## src/hw/rtl/pxcc_pkg.sv

```systemverilog
// ----------------------------------------------------------------------------
// pxcc_pkg
// Types and constants of the chained XOR packet codec.
// ----------------------------------------------------------------------------
`timescale 1ns / 1ps

package pxcc_pkg;

  localparam int CFG_INDEX_W = 2;
  localparam int CFG_DATA_W  = 8;
  localparam int LEN_W       = 16;

  typedef enum logic [CFG_INDEX_W-1:0] {
    REG_MODE        = 2'd0,
    REG_FIXED_KEY   = 2'd1,
    REG_RANDOM_KEY  = 2'd2,
    REG_HEADER_CODE = 2'd3
  } cfg_reg_t;

  localparam logic MODE_ENCODE = 1'b0;
  localparam logic MODE_DECODE = 1'b1;

  localparam logic [7:0] RESET_FIXED_KEY   = 8'h32;
  localparam logic [7:0] RESET_RANDOM_KEY  = 8'h31;
  localparam logic [7:0] RESET_HEADER_CODE = 8'hbb;

  localparam logic [LEN_W-1:0] LEN_MAX = {LEN_W{1'b1}};

  typedef struct packed {
    logic [7:0]       out_byte;
    logic             is_header;
    logic [7:0]       hdr_code;
    logic [LEN_W-1:0] hdr_length;
    logic [7:0]       hdr_key;
    logic [7:0]       hdr_checksum;
    logic             end_of_run;
    logic             checksum_ok;
    logic             length_error;
  } result_t;

endpackage

```

## src/hw/rtl/packet_xor_chain_codec_top.sv

```systemverilog
// ----------------------------------------------------------------------------
// packet_xor_chain_codec_top
// Byte-serial two-stage chained XOR packet encoder and decoder.
//
// Usage:
//   Input channel (in_valid/in_ready) moves one payload byte per transfer,
//   with last_byte on the final byte and, when decoding, the packet key and
//   expected checksum alongside the first byte. Output channel
//   (out_valid/out_ready) moves one result per transfer.
//   A byte accepted at one edge shows its result at the output from the
//   next cycle on. One byte is taken per cycle while the output drains
//   and no header waits; an encoded last byte adds a header result behind
//   its payload result, so that byte occupies the output for two transfers.
//   The output register and a header holding register sit between the two
//   sides; in_ready stays high while the output register is free or is
//   being drained this cycle with no header waiting.
//   When the receiver stalls, results hold and in_ready drops.
//   Reset clears all packet state, empties the output and loads the
//   register defaults (encode, fixed key 0x32, random key 0x31, code 0xbb).
//   Write configuration through cfg_write_en only while idle.
// ----------------------------------------------------------------------------
`timescale 1ns / 1ps

module packet_xor_chain_codec_top (
  input  logic                               clk,
  input  logic                               rst,
  input  logic                               cfg_write_en,
  input  logic [pxcc_pkg::CFG_INDEX_W-1:0]   cfg_index,
  input  logic [pxcc_pkg::CFG_DATA_W-1:0]    cfg_data,
  input  logic                               in_valid,
  output logic                               in_ready,
  input  logic [7:0]                         data_byte,
  input  logic                               last_byte,
  input  logic [7:0]                         frame_key,
  input  logic [7:0]                         frame_checksum,
  output logic                               out_valid,
  input  logic                               out_ready,
  output logic [7:0]                         out_byte,
  output logic                               is_header,
  output logic [7:0]                         hdr_code,
  output logic [pxcc_pkg::LEN_W-1:0]         hdr_length,
  output logic [7:0]                         hdr_key,
  output logic [7:0]                         hdr_checksum,
  output logic                               end_of_run,
  output logic                               checksum_ok,
  output logic                               length_error
);
  import pxcc_pkg::*;

  logic       mode;
  logic [7:0] fixed_key;
  logic [7:0] random_key;
  logic [7:0] header_code;

  logic [LEN_W-1:0] byte_position;
  logic             length_overflow;
  logic [7:0]       stage_one_chain;
  logic [7:0]       stage_two_chain;
  logic [7:0]       sum_accumulator;
  logic [7:0]       packet_key;
  logic [7:0]       expected_sum;

  logic [LEN_W-1:0] byte_position_next;
  logic             length_overflow_next;
  logic [7:0]       stage_one_chain_next;
  logic [7:0]       stage_two_chain_next;
  logic [7:0]       sum_accumulator_next;
  logic [7:0]       packet_key_next;
  logic [7:0]       expected_sum_next;

  result_t out_reg;
  result_t hdr_reg;
  logic    hdr_pending;

  result_t payload_res;
  result_t header_res;
  logic    emit_header;

  logic in_fire;
  logic out_fire;

  logic             first;
  logic [7:0]       pos1;
  logic             err;
  logic [LEN_W-1:0] length;
  logic [7:0]       key_eff;
  logic [7:0]       exp_eff;
  logic [7:0]       s1;
  logic [7:0]       s2;
  logic [7:0]       res_byte;
  logic [7:0]       c1_new;
  logic [7:0]       c2_new;
  logic [7:0]       sum_new;
  logic             ok;

  assign in_ready = !out_valid || (out_ready && !hdr_pending);
  assign in_fire  = in_valid && in_ready;
  assign out_fire = out_valid && out_ready;

  always_comb begin
    first   = (byte_position == '0) && !length_overflow;
    pos1    = byte_position[7:0] + 8'd1;
    err     = length_overflow || (byte_position == LEN_MAX);
    length  = err ? LEN_MAX : byte_position + LEN_W'(1);
    key_eff = packet_key;
    exp_eff = expected_sum;
    if (first) begin
      key_eff = (mode == MODE_DECODE) ? frame_key : random_key;
      if (mode == MODE_DECODE) begin
        exp_eff = frame_checksum;
      end
    end

    if (mode == MODE_ENCODE) begin
      s1       = data_byte ^ (stage_one_chain + key_eff + pos1);
      s2       = s1 ^ (stage_two_chain + fixed_key + pos1);
      c1_new   = s1;
      c2_new   = s2;
      sum_new  = sum_accumulator + data_byte;
      res_byte = s2;
      ok       = 1'b0;
    end else begin
      s1       = data_byte ^ (stage_two_chain + fixed_key + pos1);
      s2       = s1 ^ (stage_one_chain + key_eff + pos1);
      c2_new   = data_byte;
      c1_new   = s1;
      sum_new  = sum_accumulator + s2;
      res_byte = s2;
      ok       = last_byte && (sum_new == exp_eff);
    end

    emit_header = (mode == MODE_ENCODE) && last_byte;

    payload_res              = '0;
    payload_res.out_byte     = res_byte;
    payload_res.end_of_run   = !emit_header;
    payload_res.checksum_ok  = ok;
    payload_res.length_error = err;

    header_res              = '0;
    header_res.is_header    = 1'b1;
    header_res.hdr_code     = header_code;
    header_res.hdr_length   = length;
    header_res.hdr_key      = key_eff;
    header_res.hdr_checksum = sum_new;
    header_res.end_of_run   = 1'b1;
    header_res.length_error = err;

    if (last_byte) begin
      byte_position_next   = '0;
      length_overflow_next = 1'b0;
      stage_one_chain_next = '0;
      stage_two_chain_next = '0;
      sum_accumulator_next = '0;
      packet_key_next      = '0;
      expected_sum_next    = '0;
    end else begin
      byte_position_next   = byte_position + LEN_W'(1);
      length_overflow_next = err;
      stage_one_chain_next = c1_new;
      stage_two_chain_next = c2_new;
      sum_accumulator_next = sum_new;
      packet_key_next      = key_eff;
      expected_sum_next    = exp_eff;
    end
  end

  always_ff @(posedge clk) begin
    if (rst) begin
      mode        <= MODE_ENCODE;
      fixed_key   <= RESET_FIXED_KEY;
      random_key  <= RESET_RANDOM_KEY;
      header_code <= RESET_HEADER_CODE;
    end else if (cfg_write_en) begin
      unique case (cfg_index)
        REG_MODE:        mode        <= cfg_data[0];
        REG_FIXED_KEY:   fixed_key   <= cfg_data;
        REG_RANDOM_KEY:  random_key  <= cfg_data;
        REG_HEADER_CODE: header_code <= cfg_data;
        default:         mode        <= mode;
      endcase
    end
  end

  always_ff @(posedge clk) begin
    if (rst) begin
      byte_position   <= '0;
      length_overflow <= 1'b0;
      stage_one_chain <= '0;
      stage_two_chain <= '0;
      sum_accumulator <= '0;
      packet_key      <= '0;
      expected_sum    <= '0;
    end else if (in_fire) begin
      byte_position   <= byte_position_next;
      length_overflow <= length_overflow_next;
      stage_one_chain <= stage_one_chain_next;
      stage_two_chain <= stage_two_chain_next;
      sum_accumulator <= sum_accumulator_next;
      packet_key      <= packet_key_next;
      expected_sum    <= expected_sum_next;
    end
  end

  always_ff @(posedge clk) begin
    if (rst) begin
      out_valid   <= 1'b0;
      hdr_pending <= 1'b0;
    end else if (in_fire) begin
      out_valid   <= 1'b1;
      hdr_pending <= emit_header;
    end else if (out_fire) begin
      if (hdr_pending) begin
        hdr_pending <= 1'b0;
      end else begin
        out_valid <= 1'b0;
      end
    end
  end

  always_ff @(posedge clk) begin
    if (in_fire) begin
      out_reg <= payload_res;
      hdr_reg <= header_res;
    end else if (out_fire && hdr_pending) begin
      out_reg <= hdr_reg;
    end
  end

  assign out_byte     = out_reg.out_byte;
  assign is_header    = out_reg.is_header;
  assign hdr_code     = out_reg.hdr_code;
  assign hdr_length   = out_reg.hdr_length;
  assign hdr_key      = out_reg.hdr_key;
  assign hdr_checksum = out_reg.hdr_checksum;
  assign end_of_run   = out_reg.end_of_run;
  assign checksum_ok  = out_reg.checksum_ok;
  assign length_error = out_reg.length_error;

  a_pending_has_output: assert property (@(posedge clk) disable iff (rst)
    hdr_pending |-> out_valid)
    else $error("header pending with empty output register");

  a_header_ends_run: assert property (@(posedge clk) disable iff (rst)
    (out_valid && is_header) |-> (end_of_run && !hdr_pending))
    else $error("header result not marked as end of run");

  a_encode_last_queues_header: assert property (@(posedge clk) disable iff (rst)
    (in_fire && (mode == MODE_ENCODE) && last_byte) |=>
      (out_valid && hdr_pending && !end_of_run && !in_ready))
    else $error("encoded last byte did not queue a header result");

endmodule
```

## config.mk

```make
export PLATFORM = sky130hd
export DESIGN_NAME = packet_xor_chain_codec_top
export DESIGN_NICKNAME = d
export VERILOG_FILES = /design/src/hw/rtl/pxcc_pkg.sv /design/src/hw/rtl/packet_xor_chain_codec_top.sv
export SDC_FILE = /design/constraint.sdc
export NUM_CORES = 1
export LEC_CHECK = 0
export BUFFER_PORTS_ARGS = -buffer_cell sky130_fd_sc_hd__buf_4
export CORE_ASPECT_RATIO = 1.1
export CORE_UTILIZATION = 35
export DETAILED_ROUTE_END_ITERATION = 8
export GPL_TIMING_DRIVEN = 0
export HOLD_SLACK_MARGIN = 0.02
export MAX_ROUTING_LAYER = met4
export SYNTH_ARGS = -nofsm -noshare
export SYNTH_HDL_FRONTEND = slang
export SYNTH_SLANG_ARGS = --single-unit
```

## constraint.sdc

```tcl
create_clock -name clk -period 17.29 [get_ports clk]
set_clock_uncertainty 0.1 [all_clocks]
set_input_delay 0 -clock clk [delete_from_list [all_inputs] [get_ports clk]]
set_output_delay 0 -clock clk [all_outputs]
set_load 0.01 [all_outputs]
```

## Word-level counts from Yosys, hierarchy flattened

Cells that the tools add are included.

| word-level totals | value |
|---|---|
| input bits | 40 |
| word-level logic and storage cells | 91 |
| output and inout port bits | 54 |
| bits in registers | 177 |

| operators by class | value |
|---|---|
| muxes and demuxes | 23 |
| add/subtract/negate cells | 8 |
| equal/unequal tests | 6 |
| bitwise logic cells | 5 |
| reductions and logical operators | 22 |

Operator list:

| cell | count |
|---|---|
| $mux 52 | 2 |
| $mux 8 | 13 |
| $add 8x8->8 | 6 |
| $xor 8x8->8 | 4 |
| $add 16x1->16 const B | 1 |
| $eq 16x16->1 const B | 1 |
| $logic_not 16->1 | 1 |
| $mux 16 | 1 |
| $reduce_and 2->1 | 5 |
| $add 8x1->8 const B | 1 |
| $eq 8x8->1 | 1 |
| $logic_and 1x1->1 | 7 |
| $mux 1 | 7 |
| $eq 2x2->1 const B | 2 |
| $logic_not 1->1 | 4 |
| $reduce_bool 2->1 | 2 |
| $eq 2x1->1 const B | 1 |
| $logic_not 2->1 | 1 |
| $logic_or 1x1->1 | 2 |
| $ne 2x1->1 const B | 1 |
| $not 1->1 | 1 |

## Depth between registers and ports, before layout

| logic depth | value |
|---|---|
| word-level depth | 11 |
| depth in mapped cells | 27 |
| mapped depth without buffers | 25 |

## Worst setup path after synthesis

No wires, ideal clock.

| path | value |
|---|---|
| path kind | reg-to-reg |
| start | register byte_position[0] |
| end | register sum_accumulator[7] |
| data arrival time | 5.547 ns |
| path slack | 11.542 ns |
| library setup time | 0.101 ns |
| data required time | 17.089 ns |
| buffers on the path | 2 |
| cell stages (with the launch flop) | 27 |
| path through | dfxtp_1 > inv_1 > ha_1 > or4b_1 > or4_1 > clkbuf_1 > clkbuf_1 > o21ai_0 > inv_1 > fa_1 > inv_1 > ha_1 > a21o_1 > a21oi_1 > xnor2_1 > xnor2_1 > xor2_1 > inv_1 > ha_1 > nand3_1 > o2111ai_1 > a21o_1 > a21oi_1 > xnor2_1 > xnor2_1 > nor2_1 > o41ai_1 |

| on the way | value |
|---|---|
| elaborated cells on any way between the ends | 12 |
| classes of those cells | add/sub: 5; mux: 3; bitwise: 2; reduce/logical: 2 |

RTL lines:

| element | line | RTL |
|---|---|---|
| start, declared | packet_xor_chain_codec_top.sv:55 | `logic [LEN_W-1:0] byte_position;` |
| start signal, assigned | packet_xor_chain_codec_top.sv:195 | `byte_position <= byte_position_next;` |
| $add 8x1->8 * | packet_xor_chain_codec_top.sv:102 | `pos1 = byte_position[7:0] + 8'd1;` |
| named net pos1[0] | packet_xor_chain_codec_top.sv:83 | `logic [7:0] pos1;` |
| $add 8x8->8 | packet_xor_chain_codec_top.sv:123 | `s1 = data_byte ^ (stage_two_chain + fixed_key + pos1);` |
| $xor 8x8->8 | packet_xor_chain_codec_top.sv:123 |  |
| $xor 8x8->8 * | packet_xor_chain_codec_top.sv:124 | `s2 = s1 ^ (stage_one_chain + key_eff + pos1);` |
| $add 8x8->8 * | packet_xor_chain_codec_top.sv:127 | `sum_new = sum_accumulator + s2;` |
| $mux 8 * | packet_xor_chain_codec_top.sv:114 | `if (mode == MODE_ENCODE) begin` |
| $mux 8 * | packet_xor_chain_codec_top.sv:149 | `if (last_byte) begin` |
| end signal, assigned | packet_xor_chain_codec_top.sv:199 | `sum_accumulator <= sum_accumulator_next;` |
| end, declared | packet_xor_chain_codec_top.sv:59 | `logic [7:0] sum_accumulator;` |

Mark *: on every way through the listed nets, which the timed path passes. The rest lies on a longest branch.
A chain may end at the register's enable or synchronous reset.

## Final worst setup path

Same ends and word-level chain as after synthesis.

==> metrics.txt <==
Max Slew Vio Count 0; max FFs per register 41; clock network fraction of design power 0.361; Core Box Area 24,500 um2; gr ovfl total 0; IR Drop Worst-Case VDD 61.5 uV; wire length of the first global-routing pass 37,100 um; Antenna diodes 0; RePlAce Congestion 0.905; number of setup buffers added after CTS 0; clock insertion delay at the later pin of the skew report 0.44 ns; Overall Power 1.10 mW; internal cell power 0.760 mW; fin crit period 7.13 ns; status finished, violations left; Logic pwr share 0.222; Layout Cells excl Fill 1,448; routed length per placed instance 16.2 um; Avg Vias per Cell 4.97; fill cell count 2,428; violated checks design-rule violations; Max Freq 140 MHz; Place WS 10.27 ns; detailed placement HPWL 17,400 um; kind of path behind the tightest hold check in -> reg; num rows 60; antenna violation net count after detailed routing 0; tightest hold margin 0.0494 ns; Reg power frac 0.417; Top Ports 94; WL final 23,500 um; post-synthesis sequential area ratio 0.465; total routing resource utilization after global routing 0.194; port buffer count 93; warning count from the yosys run 0; setup violators final 0; max cap viols 0; nets in the synthesized netlist 1,052; Die X-Extent 153 um; antenna violations before repair 0; TritonRoute pass-1 iters 9; Post-Syn Area 8740 um2; Layout Nets 1,211; placed cell areas 9840 um2; crit path setup slack, layout 10.16 ns; share of the core filled with cells in the final layout 0.446; vias in the first global route 6,885; finished layout cell area 10,900 um2; peak fanout along the critical path 10; category of the most critical setup path reg -> reg; largest net degree at the start of global routing 37; First DRT Iteration DRCs 552; RSZ-0062 raised after global routing no; final clock period utilization by the worst path 0.413; die outline height 168 um; cell at the root of the clock tree clkbuf_16; count of different cell masters after synthesis 48; Pleak 4.52 nW; Final Hold Violating Endpoints 0; clock buffer count from CTS 17; maximum level of the CTS H-tree 4; clock-pin slew on the worst setup and hold paths 0.07 ns; total number of vias 7,197; pwr dens 101 nW/um2; asr flop ratio synth 0; Cells after DPL 1,370; flip-flop cell with the highest count after synthesis dfxtp_1; capturing element type of the critical path flip-flop; Syn Inst Count 966; area growth from synthesis to final layout 25.0%; CP Data Required Time 17.53 ns; overall die area 25,600 um2; FF+latch count, synth 177; relative max-transition margin 0.283; Crit path arrival time 7.37 ns; Total Negative Setup Slacks 0 ns; Residual DRC 8; Num Clock Sinks 177; Syn Area/Cell 9.04 um2; starting density of the core 0.357; actual transition at the worst max-transition pin 1.06 ns; number of flops mapped to enable cells by yosys 52; switching power total 0.345 mW; buffer levels on the longest clock path 2; ratio of cells with drive above 1 in the final layout 0.122; clock tree from TritonCTS done; Sw Ratio 0.312; critical path launch point type flip-flop
worst paths after layout:
path	startpoint	endpoint	slack [ns]	cells after the start
worst min-delay path	frame_key[1]	hdr_reg[12]$_DFFE_PP_	0.05	3
worst max-delay path	byte_position[0]$_SDFFE_PP0P_	sum_accumulator[7]$_SDFFE_PP0P_	10.16	26
worst max register to register	byte_position[0]$_SDFFE_PP0P_	sum_accumulator[7]$_SDFFE_PP0P_	10.16	26
worst min register to register	header_code[2]$_SDFFE_PP0P_	hdr_reg[37]$_DFFE_PP_	0.33	0
final cells by class:
cell class                 instances  area [um2]  share of cell area
multi-input combinational        661        4180               0.383
sequential                       177        4060               0.372
timing repair buffer             140        1180               0.108
clock buffer                      17         425              0.0389
tap                              310         388              0.0355
inverter                          74         278              0.0254
buffer                            54         213              0.0195
clock inverter                    15         195              0.0179
placed cells by master (no fill, tap or decap), types with 32 or more instances in the layout:
master and instances:
nand2_1 174, dfxtp_1 125, nor2_1 93, buf_4 93
a21oi_1 89, inv_1 74, xnor2_1 53, edfxtp_1 52
clkbuf_1 47, dlygate4sd3_1 46, a22oi_1 40, o21ai_0 32
metal layers:
metal | up-vias | share of wire | wire length (um) | global-route usage
met3 | 34 | 0.051 | 1210 | 0.0334
met1 | 3419 | 0.45 | 10600 | 0.240
met2 | 203 | 0.48 | 11300 | 0.322
li1 | 3541 | - | - | -
met5 | - | 0 | 0 | -
met4 | 0 | 0.018 | 431 | 0.0562
cells in the mapped netlist (all sizes together) (10+ instances only):
library cell / number / share of area
a21oi: 89 / 0.051
a22oi: 40 / 0.034
clkbuf: 48 / 0.021
dfxtp: 125 / 0.29
edfxtp: 52 / 0.18
fa: 18 / 0.041
ha: 28 / 0.040
inv: 74 / 0.032
mux2i: 21 / 0.024
nand2: 174 / 0.075
nand3: 10 / 0.0057
nand3b: 16 / 0.014
nor2: 93 / 0.040
o21ai: 32 / 0.018
xnor2: 53 / 0.053
xor2: 20 / 0.020
power groups by stage:
stage / Combinational, mW / Clock (mW) / Sequential, mW
global placement: 0.232 / 0 / 0.470
finish: 0.245 / 0.399 / 0.461
CTS: 0.245 / 0.404 / 0.460
global route: 0.270 / 0.421 / 0.462
floorplan: 0.161 / 0 / 0.470
detailed placement: 0.236 / 0 / 0.469
cell families after synthesis:
| group | Yosys count | share of synthesized area |
|---|---|---|
| xor gates and xnor gates | 76 | 0.0811 |
| adders and majority gates | 46 | 0.0814 |
| and+or+nand+nor | 328 | 0.162 |
| DFF | 177 | 0.465 |
| muxes | 24 | 0.0284 |
| AOI/OAI and AO/OA | 187 | 0.126 |
| buffers and inverters | 128 | 0.0560 |
critical path: stages (launching register included):
cell and delay (ns):
dfxtp_1 0.43, inv_1 0.16, ha_1 0.20, or4b_1 0.50, or4_1 0.50, clkbuf_1 0.25, clkbuf_1 0.26, o21ai_0 0.38
inv_1 0.15, fa_1 0.52, inv_1 0.07, ha_1 0.28, a21o_1 0.18, a21oi_1 0.26, xnor2_1 0.20, xnor2_1 0.17
xor2_1 0.29, inv_1 0.10, ha_1 0.37, nand3_1 0.10, o2111ai_1 0.28, a21o_1 0.17, a21oi_1 0.08, xnor2_1 0.37
xnor2_1 0.22, nor2_1 0.10, o41ai_1 0.33
repair_timing:
item	CTS	global route
hold buffers	46	0
resized for setup	0	0
hold endpoints to repair	63	0
(Power assumes the default switching activity.)
